[config.mk]
export PLATFORM = sky130hd
export DESIGN_NAME = midi_note_tone_recorder_top_flat
export DESIGN_NICKNAME = d
export VERILOG_FILES = /design/src/rtl/mntr_pkg.sv /design/src/rtl/mntr_if.sv /design/src/rtl/midi_note_tone_recorder_top.sv /design/src/flat_wrapper.sv
export VERILOG_INCLUDE_DIRS = /design/src /design/src/rtl
export SDC_FILE = /design/constraint.sdc
export NUM_CORES = 1
export LEC_CHECK = 0
export BUFFER_PORTS_ARGS = -buffer_cell sky130_fd_sc_hd__buf_2
export CAP_MARGIN = 20
export CELL_PAD_IN_SITES_DETAIL_PLACEMENT = 1
export CELL_PAD_IN_SITES_GLOBAL_PLACEMENT = 1
export CORE_ASPECT_RATIO = 0.75
export CORE_UTILIZATION = 41
export CTS_CLUSTER_SIZE = 20
export DETAILED_ROUTE_END_ITERATION = 6
export GPL_TIMING_DRIVEN = 0
export PLACE_DENSITY_LB_ADDON = 0.05
export REMOVE_ABC_BUFFERS = 1
export SETUP_SLACK_MARGIN = 0.2
export SYNTH_ARGS = -nofsm -noshare
export SYNTH_HDL_FRONTEND = slang
export SYNTH_SLANG_ARGS = --single-unit
[constraint.sdc]
create_clock -name clk -period 3.19 [get_ports clk]
set_input_delay 0.319 -clock clk [delete_from_list [all_inputs] [get_ports clk]]
set_output_delay 0.319 -clock clk [all_outputs]
set_load 0.01 [all_outputs]
[src/rtl/assert_macros.svh]
// ----------------------------------------------------------------------------
// Assertion macros
// Shared concurrent assertion wrappers, clocked on clk, disabled in rst.
// ----------------------------------------------------------------------------
`ifndef ASSERT_MACROS_SVH
`define ASSERT_MACROS_SVH

// same-cycle implication
`define ASSERT_IMPLIES(label, ante, cons) \
  label: assert property (@(posedge clk) disable iff (rst) (ante) |-> (cons)) \
    else $error("assertion failed");

// next-cycle implication
`define ASSERT_NEXT(label, ante, cons) \
  label: assert property (@(posedge clk) disable iff (rst) (ante) |=> (cons)) \
    else $error("assertion failed");

`endif

[src/rtl/mntr_pkg.sv]
`default_nettype none
// ----------------------------------------------------------------------------
// mntr_pkg
// Types and constants of the MIDI note tone recorder.
// ----------------------------------------------------------------------------
package mntr_pkg;

  typedef struct packed {
    logic       opcode;
    logic [7:0] status_byte;
    logic [7:0] key_byte;
    logic [7:0] velocity_byte;
  } in_item_t;

  typedef struct packed {
    logic [1:0]  message_class;
    logic [7:0]  tone_period;
    logic [6:0]  tone_compare;
    logic        record_valid;
    logic [7:0]  record_note;
    logic [15:0] record_start;
    logic [7:0]  record_length;
    logic [7:0]  record_slot;
    logic        store_full;
  } out_item_t;

  localparam logic       OP_TICK = 1'b0;
  localparam logic       OP_MIDI = 1'b1;

  localparam logic [3:0] CMD_NOTE_ON  = 4'h9;
  localparam logic [3:0] CMD_NOTE_OFF = 4'h8;

  localparam logic [1:0] CLS_TICK      = 2'd0;
  localparam logic [1:0] CLS_NOTE_ON   = 2'd1;
  localparam logic [1:0] CLS_NOTE_OFF  = 2'd2;
  localparam logic [1:0] CLS_UNHANDLED = 2'd3;

  localparam logic [7:0] NOTE_LOW  = 8'd60;
  localparam logic [7:0] NOTE_HIGH = 8'd83;

  localparam logic [7:0] LEN_MAX = 8'd255;

  // 62500 / (2 * f) for the tempered scale, middle C (262 Hz) up to 988 Hz
  function automatic logic [7:0] period_for(input logic [7:0] key);
    logic [7:0] p;
    unique case (key)
      8'd60: p = 8'd119;
      8'd61: p = 8'd112;
      8'd62: p = 8'd106;
      8'd63: p = 8'd100;
      8'd64: p = 8'd94;
      8'd65: p = 8'd89;
      8'd66: p = 8'd84;
      8'd67: p = 8'd79;
      8'd68: p = 8'd75;
      8'd69: p = 8'd71;
      8'd70: p = 8'd67;
      8'd71: p = 8'd63;
      8'd72: p = 8'd59;
      8'd73: p = 8'd56;
      8'd74: p = 8'd53;
      8'd75: p = 8'd50;
      8'd76: p = 8'd47;
      8'd77: p = 8'd44;
      8'd78: p = 8'd42;
      8'd79: p = 8'd39;
      8'd80: p = 8'd37;
      8'd81: p = 8'd35;
      8'd82: p = 8'd33;
      8'd83: p = 8'd31;
      default: p = 8'd0;  // outside the table: silent
    endcase
    return p;
  endfunction

endpackage
`default_nettype wire

[src/rtl/mntr_if.sv]
`default_nettype none
// ----------------------------------------------------------------------------
// mntr channel interfaces
// Valid/ready channels for MIDI items in and tone/record results out.
// ----------------------------------------------------------------------------
interface mntr_in_if;
  logic               valid;
  logic               ready;
  mntr_pkg::in_item_t data;

  modport source (output valid, output data, input ready);
  modport sink   (input valid, input data, output ready);
endinterface

interface mntr_out_if;
  logic                valid;
  logic                ready;
  mntr_pkg::out_item_t data;

  modport source (output valid, output data, input ready);
  modport sink   (input valid, input data, output ready);
endinterface
`default_nettype wire

[src/rtl/midi_note_tone_recorder_top.sv]
`default_nettype none
// Each result is registered and appears in the cycle after its item is accepted.
// Throughput: one item per cycle; the result register lets a new item in
// whenever it is empty or being drained in the same cycle.
// Reset (rst, synchronous): counters, held note, tone period and the result
// valid flag are cleared; no clearing pass.
// ----------------------------------------------------------------------------
// midi_note_tone_recorder_top
// Counts ms ticks, sets the tone period on note-on, logs the held note and silences the tone on a matching note-off.
// ----------------------------------------------------------------------------
`include "assert_macros.svh"

module midi_note_tone_recorder_top #(
  parameter int MELODY_DEPTH = 256
) (
  input  wire        clk,
  input  wire        rst,
  mntr_in_if.sink    items,
  mntr_out_if.source results
);
  import mntr_pkg::*;

  localparam int CNT_W = $clog2(MELODY_DEPTH + 1);
  localparam logic [CNT_W-1:0] DEPTH_C = CNT_W'(MELODY_DEPTH);

  logic [31:0]      ms_counter, ms_counter_next;
  logic [31:0]      note_start_ms, note_start_ms_next;
  logic [7:0]       held_note, held_note_next;
  logic             held_valid, held_valid_next;
  logic [7:0]       period_reg, period_reg_next;
  logic [CNT_W-1:0] record_count, record_count_next;

  logic             res_valid;
  out_item_t        res_data, res_next;

  logic             in_fire;
  logic [3:0]       cmd;
  logic [31:0]      dur;
  logic             match;

  assign items.ready = !res_valid || results.ready;
  assign in_fire     = items.valid && items.ready;

  assign cmd   = items.data.status_byte[7:4];
  assign match = held_valid && (held_note == items.data.key_byte);
  assign dur   = ms_counter - note_start_ms;

  always_comb begin
    ms_counter_next    = ms_counter;
    note_start_ms_next = note_start_ms;
    held_note_next     = held_note;
    held_valid_next    = held_valid;
    period_reg_next    = period_reg;
    record_count_next  = record_count;
    res_next           = '0;

    if (items.data.opcode == OP_TICK) begin
      res_next.message_class = CLS_TICK;
      ms_counter_next        = ms_counter + 32'd1;
    end else if (cmd == CMD_NOTE_ON && items.data.velocity_byte != 8'd0) begin
      res_next.message_class = CLS_NOTE_ON;
      note_start_ms_next     = ms_counter;
      period_reg_next        = period_for(items.data.key_byte);
      held_note_next         = items.data.key_byte;
      held_valid_next        = 1'b1;
    end else if (cmd == CMD_NOTE_OFF || cmd == CMD_NOTE_ON) begin
      res_next.message_class = CLS_NOTE_OFF;
      if (match) begin
        if (record_count < DEPTH_C) begin
          res_next.record_valid  = 1'b1;
          res_next.record_note   = items.data.key_byte;
          res_next.record_start  = note_start_ms[15:0];
          res_next.record_length = (dur > 32'(LEN_MAX)) ? LEN_MAX : dur[7:0];
          res_next.record_slot   = 8'(record_count);
          record_count_next      = record_count + CNT_W'(1);
        end else begin
          res_next.store_full = 1'b1;
        end
        period_reg_next = 8'd0;
      end
    end else begin
      res_next.message_class = CLS_UNHANDLED;
    end

    res_next.tone_period  = period_reg_next;
    res_next.tone_compare = period_reg_next[7:1];
  end

  always_ff @(posedge clk) begin
    if (rst) begin
      ms_counter    <= '0;
      note_start_ms <= '0;
      held_note     <= '0;
      held_valid    <= 1'b0;
      period_reg    <= '0;
      record_count  <= '0;
      res_valid     <= 1'b0;
    end else begin
      if (in_fire) begin
        ms_counter    <= ms_counter_next;
        note_start_ms <= note_start_ms_next;
        held_note     <= held_note_next;
        held_valid    <= held_valid_next;
        period_reg    <= period_reg_next;
        record_count  <= record_count_next;
        res_valid     <= 1'b1;
      end else if (results.ready) begin
        res_valid <= 1'b0;
      end
    end
  end

  always_ff @(posedge clk) begin
    if (in_fire) begin
      res_data <= res_next;
    end
  end

  assign results.valid = res_valid;
  assign results.data  = res_data;

  `ASSERT_IMPLIES(a_count_bound, 1'b1, record_count <= DEPTH_C)
  `ASSERT_IMPLIES(a_record_is_off,
    res_valid && res_data.record_valid,
    res_data.message_class == CLS_NOTE_OFF && !res_data.store_full
      && res_data.tone_period == 8'd0)
  `ASSERT_NEXT(a_tick_counts,
    in_fire && items.data.opcode == OP_TICK,
    ms_counter == $past(ms_counter) + 32'd1 && record_count == $past(record_count))
  `ASSERT_NEXT(a_record_bumps_count,
    in_fire && res_next.record_valid,
    record_count == $past(record_count) + CNT_W'(1))

endmodule
`default_nettype wire

[src/flat_wrapper.sv]
// flat-port wrapper written by rule: the top's interface ports become plain ports
module midi_note_tone_recorder_top_flat import mntr_pkg::*;
#(
  parameter int MELODY_DEPTH = 256
)
  (clk, rst, items_valid, items_data, items_ready, results_valid, results_data, results_ready);
  mntr_in_if items_i ();
  mntr_out_if results_i ();
  input  wire clk;
  input  wire rst;
  input wire logic [$bits(items_i.valid)-1:0] items_valid;
  input wire logic [$bits(items_i.data)-1:0] items_data;
  output wire logic [$bits(items_i.ready)-1:0] items_ready;
  output wire logic [$bits(results_i.valid)-1:0] results_valid;
  output wire logic [$bits(results_i.data)-1:0] results_data;
  input wire logic [$bits(results_i.ready)-1:0] results_ready;
  assign items_i.valid = items_valid;
  assign items_i.data = items_data;
  assign items_ready = items_i.ready;
  assign results_valid = results_i.valid;
  assign results_data = results_i.data;
  assign results_i.ready = results_ready;
  midi_note_tone_recorder_top #(.MELODY_DEPTH(MELODY_DEPTH)) u_core (.clk(clk), .rst(rst), .items(items_i), .results(results_i));
endmodule
Yosys cells after proc, flatten, opt, wreduce, memory -nomap -nowiden --
Index checks and enable logic that the tools add are counted.
Storage, ports and cells: bits in registers 150, logic and storage cells 80, input bits 29, output and inout bits 61
Cells by class: order comparisons 2, reduce and logical (&&, ||, !) cells 14, $add $sub $neg 3, muxes and demuxes 12, bitwise logic cells 5, equal/unequal tests 27
Operators with widths (number):
- $pmux W7 S24 | 1
- $eq A8 B7 Y1 const B | 20
- $mux W41 | 1
- $mux W8 | 5
- $add A32 B1 Y32 const B | 1
- $eq A8 B6 Y1 const B | 4
- $gt A32 B8 Y1 const B | 1
- $sub A32 B32 Y32 | 1
- $add A9 B1 Y9 const B | 1
- $lt A9 B9 Y1 const B | 1
- $eq A4 B4 Y1 const B | 2
- $eq A8 B8 Y1 | 1
- $reduce_bool A8 Y1 | 1
- $reduce_and A6 Y1 | 1
- $mux W1 | 5
- $not A1 Y1 | 5
- $reduce_or A5 Y1 | 1
- $reduce_or A4 Y1 | 1
- $logic_and A1 B1 Y1 | 3
- $reduce_and A3 Y1 | 1
- $logic_or A1 B1 Y1 | 2
- $reduce_and A2 Y1 | 1
- $reduce_bool A2 Y1 | 1
- $reduce_or A2 Y1 | 1
- $logic_not A1 Y1 | 1

Longest topological paths before layout --
word-level depth 6, depth in mapped cells 12, mapped depth without buffers 12

Worst setup path before layout --
No wires, ideal clock.
path type reg2reg, start point reg u_core.ms_counter[0], end point reg u_core.res_data (netlist bit u_core.results.data[11]) (data pin), data required time 2915 ps, library setup time 275 ps, stages on the path, launching flop included 13, clock period less this slack 3173 ps, data arrival time 2897 ps, slack 17 ps, buffers on the path 0, cell sequence dfxtp_1 -> inv_1 -> ha_1 -> fa_1 -> nand2b_1 -> a21oi_1 -> o31ai_2 -> a21bo_2 -> a2111oi_0 -> nor3_1 -> xnor2_1 -> nor4_4 -> a31oi_1
On the way: word-level cells in the longest chain between the ends 3
Ends and longest elaborated chain:
- start: declaration | RTL line midi_note_tone_recorder_top.sv:26 | logic [31:0] ms_counter, ms_counter_next;
- start signal: assignment | RTL line midi_note_tone_recorder_top.sv:100 | ms_counter <= ms_counter_next;
- $sub A32 B32 Y32 (*) | RTL line midi_note_tone_recorder_top.sv:46 | assign dur = ms_counter - note_start_ms;
- $gt A32 B8 Y1 | RTL line midi_note_tone_recorder_top.sv:73 | res_next.record_length = (dur > 32'(LEN_MAX)) ? LEN_MAX : dur[7:0];
- $mux W8 (*) | RTL line midi_note_tone_recorder_top.sv:73
- end signal: assignment | RTL line midi_note_tone_recorder_top.sv:115 | res_data <= res_next;
- end: declaration | RTL line midi_note_tone_recorder_top.sv:34 | out_item_t res_data, res_next;
Every way passes the cells marked *; elsewhere a longest branch is shown, timed or not. A chain may end at the register's enable or synchronous reset.

Worst setup path in the final report --
start point reg u_core.note_start_ms[2], end point reg u_core.res_data (netlist bit u_core.results.data[11]) (data pin)
On the way: word-level cells in the longest chain between the ends 3
Ends and longest elaborated chain:
- start: declaration | RTL line midi_note_tone_recorder_top.sv:27 | logic [31:0] note_start_ms, note_start_ms_next;
- start signal: assignment | RTL line midi_note_tone_recorder_top.sv:101 | note_start_ms <= note_start_ms_next;
- $sub A32 B32 Y32 (*) | RTL line midi_note_tone_recorder_top.sv:46
- $gt A32 B8 Y1 | RTL line midi_note_tone_recorder_top.sv:73
- $mux W8 (*) | RTL line midi_note_tone_recorder_top.sv:73
Marks and branches as above.

==> results.toml <==
[yosys]
postSynthAreaPerCell_um2 = 8.483
ys_seq_elements = 143
synth.distinct_cells = 81
synth.yosys.seq_area_share_pct = 40.94
synth-main-ff-cell = "sky130_fd_sc_hd__dfxtp_1"
synthesis.yosys.warnings = 0
syn_area_um2 = 8263
ys_async_sr_fraction_pct = 0
synthCells = 974
synth_enable_flop_cells = 52

[layout]
largest_register_ffs = 52
areaGrowthSynthToFinish_pct = 22.58
drive_gt1_share_pct = 23.43
number_of_inserted_diodes = 0
fin_util_pct = 51.82
nFillCells = 2293
fin_nets = 1104

[floorplanning]
initial_core_util_pct = 42.28
placement_rows = 44
core_region_area_um2 = 19540
boundaryPins = 90
die-width_um = 165.9
die_area_um2 = 20730
die-height_um = 124.9

[sta]
final_hold_viol_count = 0
fin_skew_ns = 0.01639
final-max-slew-violation-count = 0
timing.final.crit_share_pct = 98.74
rsz0062_at_grt = "true"
final.setup.worst_slack_ns = 0.04010
setup_viol = 0
highest_attainable_clock_frequency_mhz = 317.5
time_the_worst_path_needs_with_i_o_delays_and_setup_ns = 3.150
max_slew.worst_pin.slew_ns = 1.039
slew_headroom_pct = 29.79

[critical_path]
setup.reg_to_reg.worst_slack_ns = 0.04
critical_path.cell_chain = "inv_2 > ha_4 > nor2_1 > a21oi_4 > o31ai_4 > a21oi_2 > xor2_1 > nor4_2 > nand4_1 > nor4_4 > buf_6 > a31oi_1"
worst_path_dominant_cell_family = "simple AND/OR/NAND/NOR gates"
crit_slowest_cell = "sky130_fd_sc_hd__nor4_2"
worstPathBufferInverterCount = 2
cp_data_required_time_ns = 3.35
cp-start-kind = "flip-flop"
worstPathMaxFanout = 8
crit_type = "reg2reg"
setup.worst_path.end_class = "flip-flop"
cp_data_arrival_time_ns = 3.31
max_stage_delay_ns = 0.37

[clock_tree]
clock_sink_count = 143
clk_latency_ns = 0.44
htreeDepth = 4
clock-root-buffer = "sky130_fd_sc_hd__clkbuf_16"
cts_tree = "done"
cts_inserted_buffers = 17
cts.reportedPaths.clkPinSlew_ns = 0.07
clock_tree.buffer_depth = 2

[status]
failed_checks = "DRC"
status = "finished, violations left"

[detailed_routing]
drt-pass1-iter-count = 6
wl_um = 24220
drt_first_iter_violations = 343
detail_route.vias_per_cell = 5.606
drc = 3
ant_nets = 0
number_of_vias_in_the_routed_layout = 7327
post_drt_wl_per_cell_um = 18.53

[worst_hold_path]
worst_hold_path_type = "in2reg"

[global_routing]
globalRoute.totalOverflow = 0
grt_first_pass_wirelength_um = 39100
grt_max_degree = 61
initial_antenna_violation_count = 0
gr_util_all_layers_pct = 23.64
first_global_vias = 7274

[placement]
place.detailed.hpwl_um = 16480
port_buffers = 85
globalplace.congestion = 0.8221
placement_setup_slack_ns = -0.9263

[run]
max-cap-violations = 0

[power_and_ir_drop]
leakage_nw = 3.978
max_rail_drop_vdd_uv = 291.1
power.density_nw_per_um2 = 421.3
==> cells in the final DEF, fill, tap and decap left out, drive strengths merged, types with 6 or more instances in the layout <==
| cell | n |
|---|---|
| xor2 | 35 |
| and2 | 19 |
| inv | 56 |
| a31oi | 14 |
| mux2i | 6 |
| buf | 103 |
| a21oi | 99 |
| o21ai | 41 |
| nand4 | 12 |
| and3 | 17 |
| o211ai | 10 |
| or3 | 13 |
| a211oi | 10 |
| nor3 | 13 |
| nand3 | 26 |
| a21boi | 9 |
| clkbuf | 17 |
| ha | 33 |
| edfxtp | 52 |
| nor2 | 102 |
| nand2b | 8 |
| nor4 | 8 |
| clkinv | 9 |
| nand2 | 149 |
| xnor2 | 18 |
| a21o | 15 |
| dfxtp | 91 |
==> cell usage after synthesis (all sizes together), types with 5 or more instances <==
master	instances	area, um^2
a21oi	99	544.3
a211oi	10	85.08
ha	33	412.9
and4	5	43.79
xnor2	18	157.7
a31oi	14	87.58
inv	50	187.7
a21o	15	112.6
nand3	26	130.1
nor3	13	65.06
clkbuf	36	135.1
o211ai	10	80.07
nand2b	8	50.05
o21a	5	37.54
or3	13	81.33
and3	17	106.4
nor2	102	382.9
a21boi	9	67.56
and2	19	118.9
buf	19	136.4
nor4	8	71.32
xor2	35	306.5
edfxtp	52	1562
nand2	149	561.8
nand4	12	75.07
o21ai	41	216.5
mux2i	6	60.06
dfxtp	91	1822
==> metal layers <==
| layer | GRT usage, % | routed length [um] | vias up | share of wire (%) |
|---|---|---|---|---|
| met5 | 0 | 0 | - | 0 |
| met3 | 3.989 | 825 | 25 | 3.4 |
| met1 | 32.95 | 12100 | 3623 | 50 |
| met2 | 38.02 | 11000 | 113 | 45 |
| met4 | 6.157 | 293 | 0 | 1.2 |
| li1 | - | - | 3566 | - |
==> final timing paths <==
check / startpoint / end / cells past startpoint
setup / recovery: u_core.note_start_ms[2]$_SDFFE_PP0P_ / u_core.results.data[11]$_SDFFCE_PP0P_ / 12
hold / removal: items_valid / u_core.results.valid$_SDFFE_PP0P_ / 3
setup reg to reg: u_core.note_start_ms[2]$_SDFFE_PP0P_ / u_core.results.data[11]$_SDFFCE_PP0P_ / 12
hold reg to reg: u_core.note_start_ms[9]$_SDFFE_PP0P_ / u_core.note_start_ms[9]$_SDFFE_PP0P_ / 2
==> cells by family (layout without fill, tap and decap cells) <==
group                    Yosys count  count (layout)  share of synthesized area [%]
AO/OA/AOI/OAI                    245             245                          19.70
XOR/XNOR                          53              53                          5.618
adder cells (fa/ha/maj)           34              34                          5.239
buffers and inverters            106             186                          5.602
flip-flops                       143             143                          40.94
multiplexers                       7               7                         0.9085
AND/OR/NAND/NOR                  386             386                          21.99
==> tightest hold or removal path, cell delays in order <==
cell and delay [ns]:
sky130_fd_sc_hd__buf_2 0.09, sky130_fd_sc_hd__inv_1 0.06, sky130_fd_sc_hd__a21oi_1 0.11
==> final cells by class <==
cell class                      instances  area [um^2]  area share (%)
Clock inverter                         15        188.9           1.865
Timing Repair Buffer                  103        639.4           6.313
Sequential cell                       143         3406           33.63
Tap cell                              253        316.6           3.125
Inverter                               51        197.7           1.952
Clock buffer                           17        425.4           4.200
Multi-Input combinational cell        725         4955           48.92
==> timing repair <==
action,in CTS,in global routing
pin swaps,22,13
gates resized for setup,88,37
buffers inserted,8,6
hold buffers,0,0
setup endpoints to repair,22,44
==> stage by stage <==
step,power (W),hold slack (ns),cell area (um^2),TNS [ns],instances
floorplan,0.002094,0.3881,7991,-8.225,919
finish,0.004267,0.1733,10130,0,1307
detailed placement,0.002231,0.4468,8855,-8.011,1261
global placement,0.002217,0.4426,8733,-135.82,1257
global route,0.004408,0.1760,10130,-0.7420,1307
CTS,0.004298,0.1670,9899,0,1301
==> power breakdown <==
part / switching (W) / leakage (nW) / total (W) / internal [W]
logic: 0.000186 / 2.42 / 0.000290 / 0.000104
registers: 0.0000101 / 1.26 / 0.00193 / 0.00192
clock network: 0.000982 / 0.298 / 0.00205 / 0.00107
total: 0.00118 / 3.98 / 0.00427 / 0.00309
Note: power is estimated with default switching activity, not from simulation.
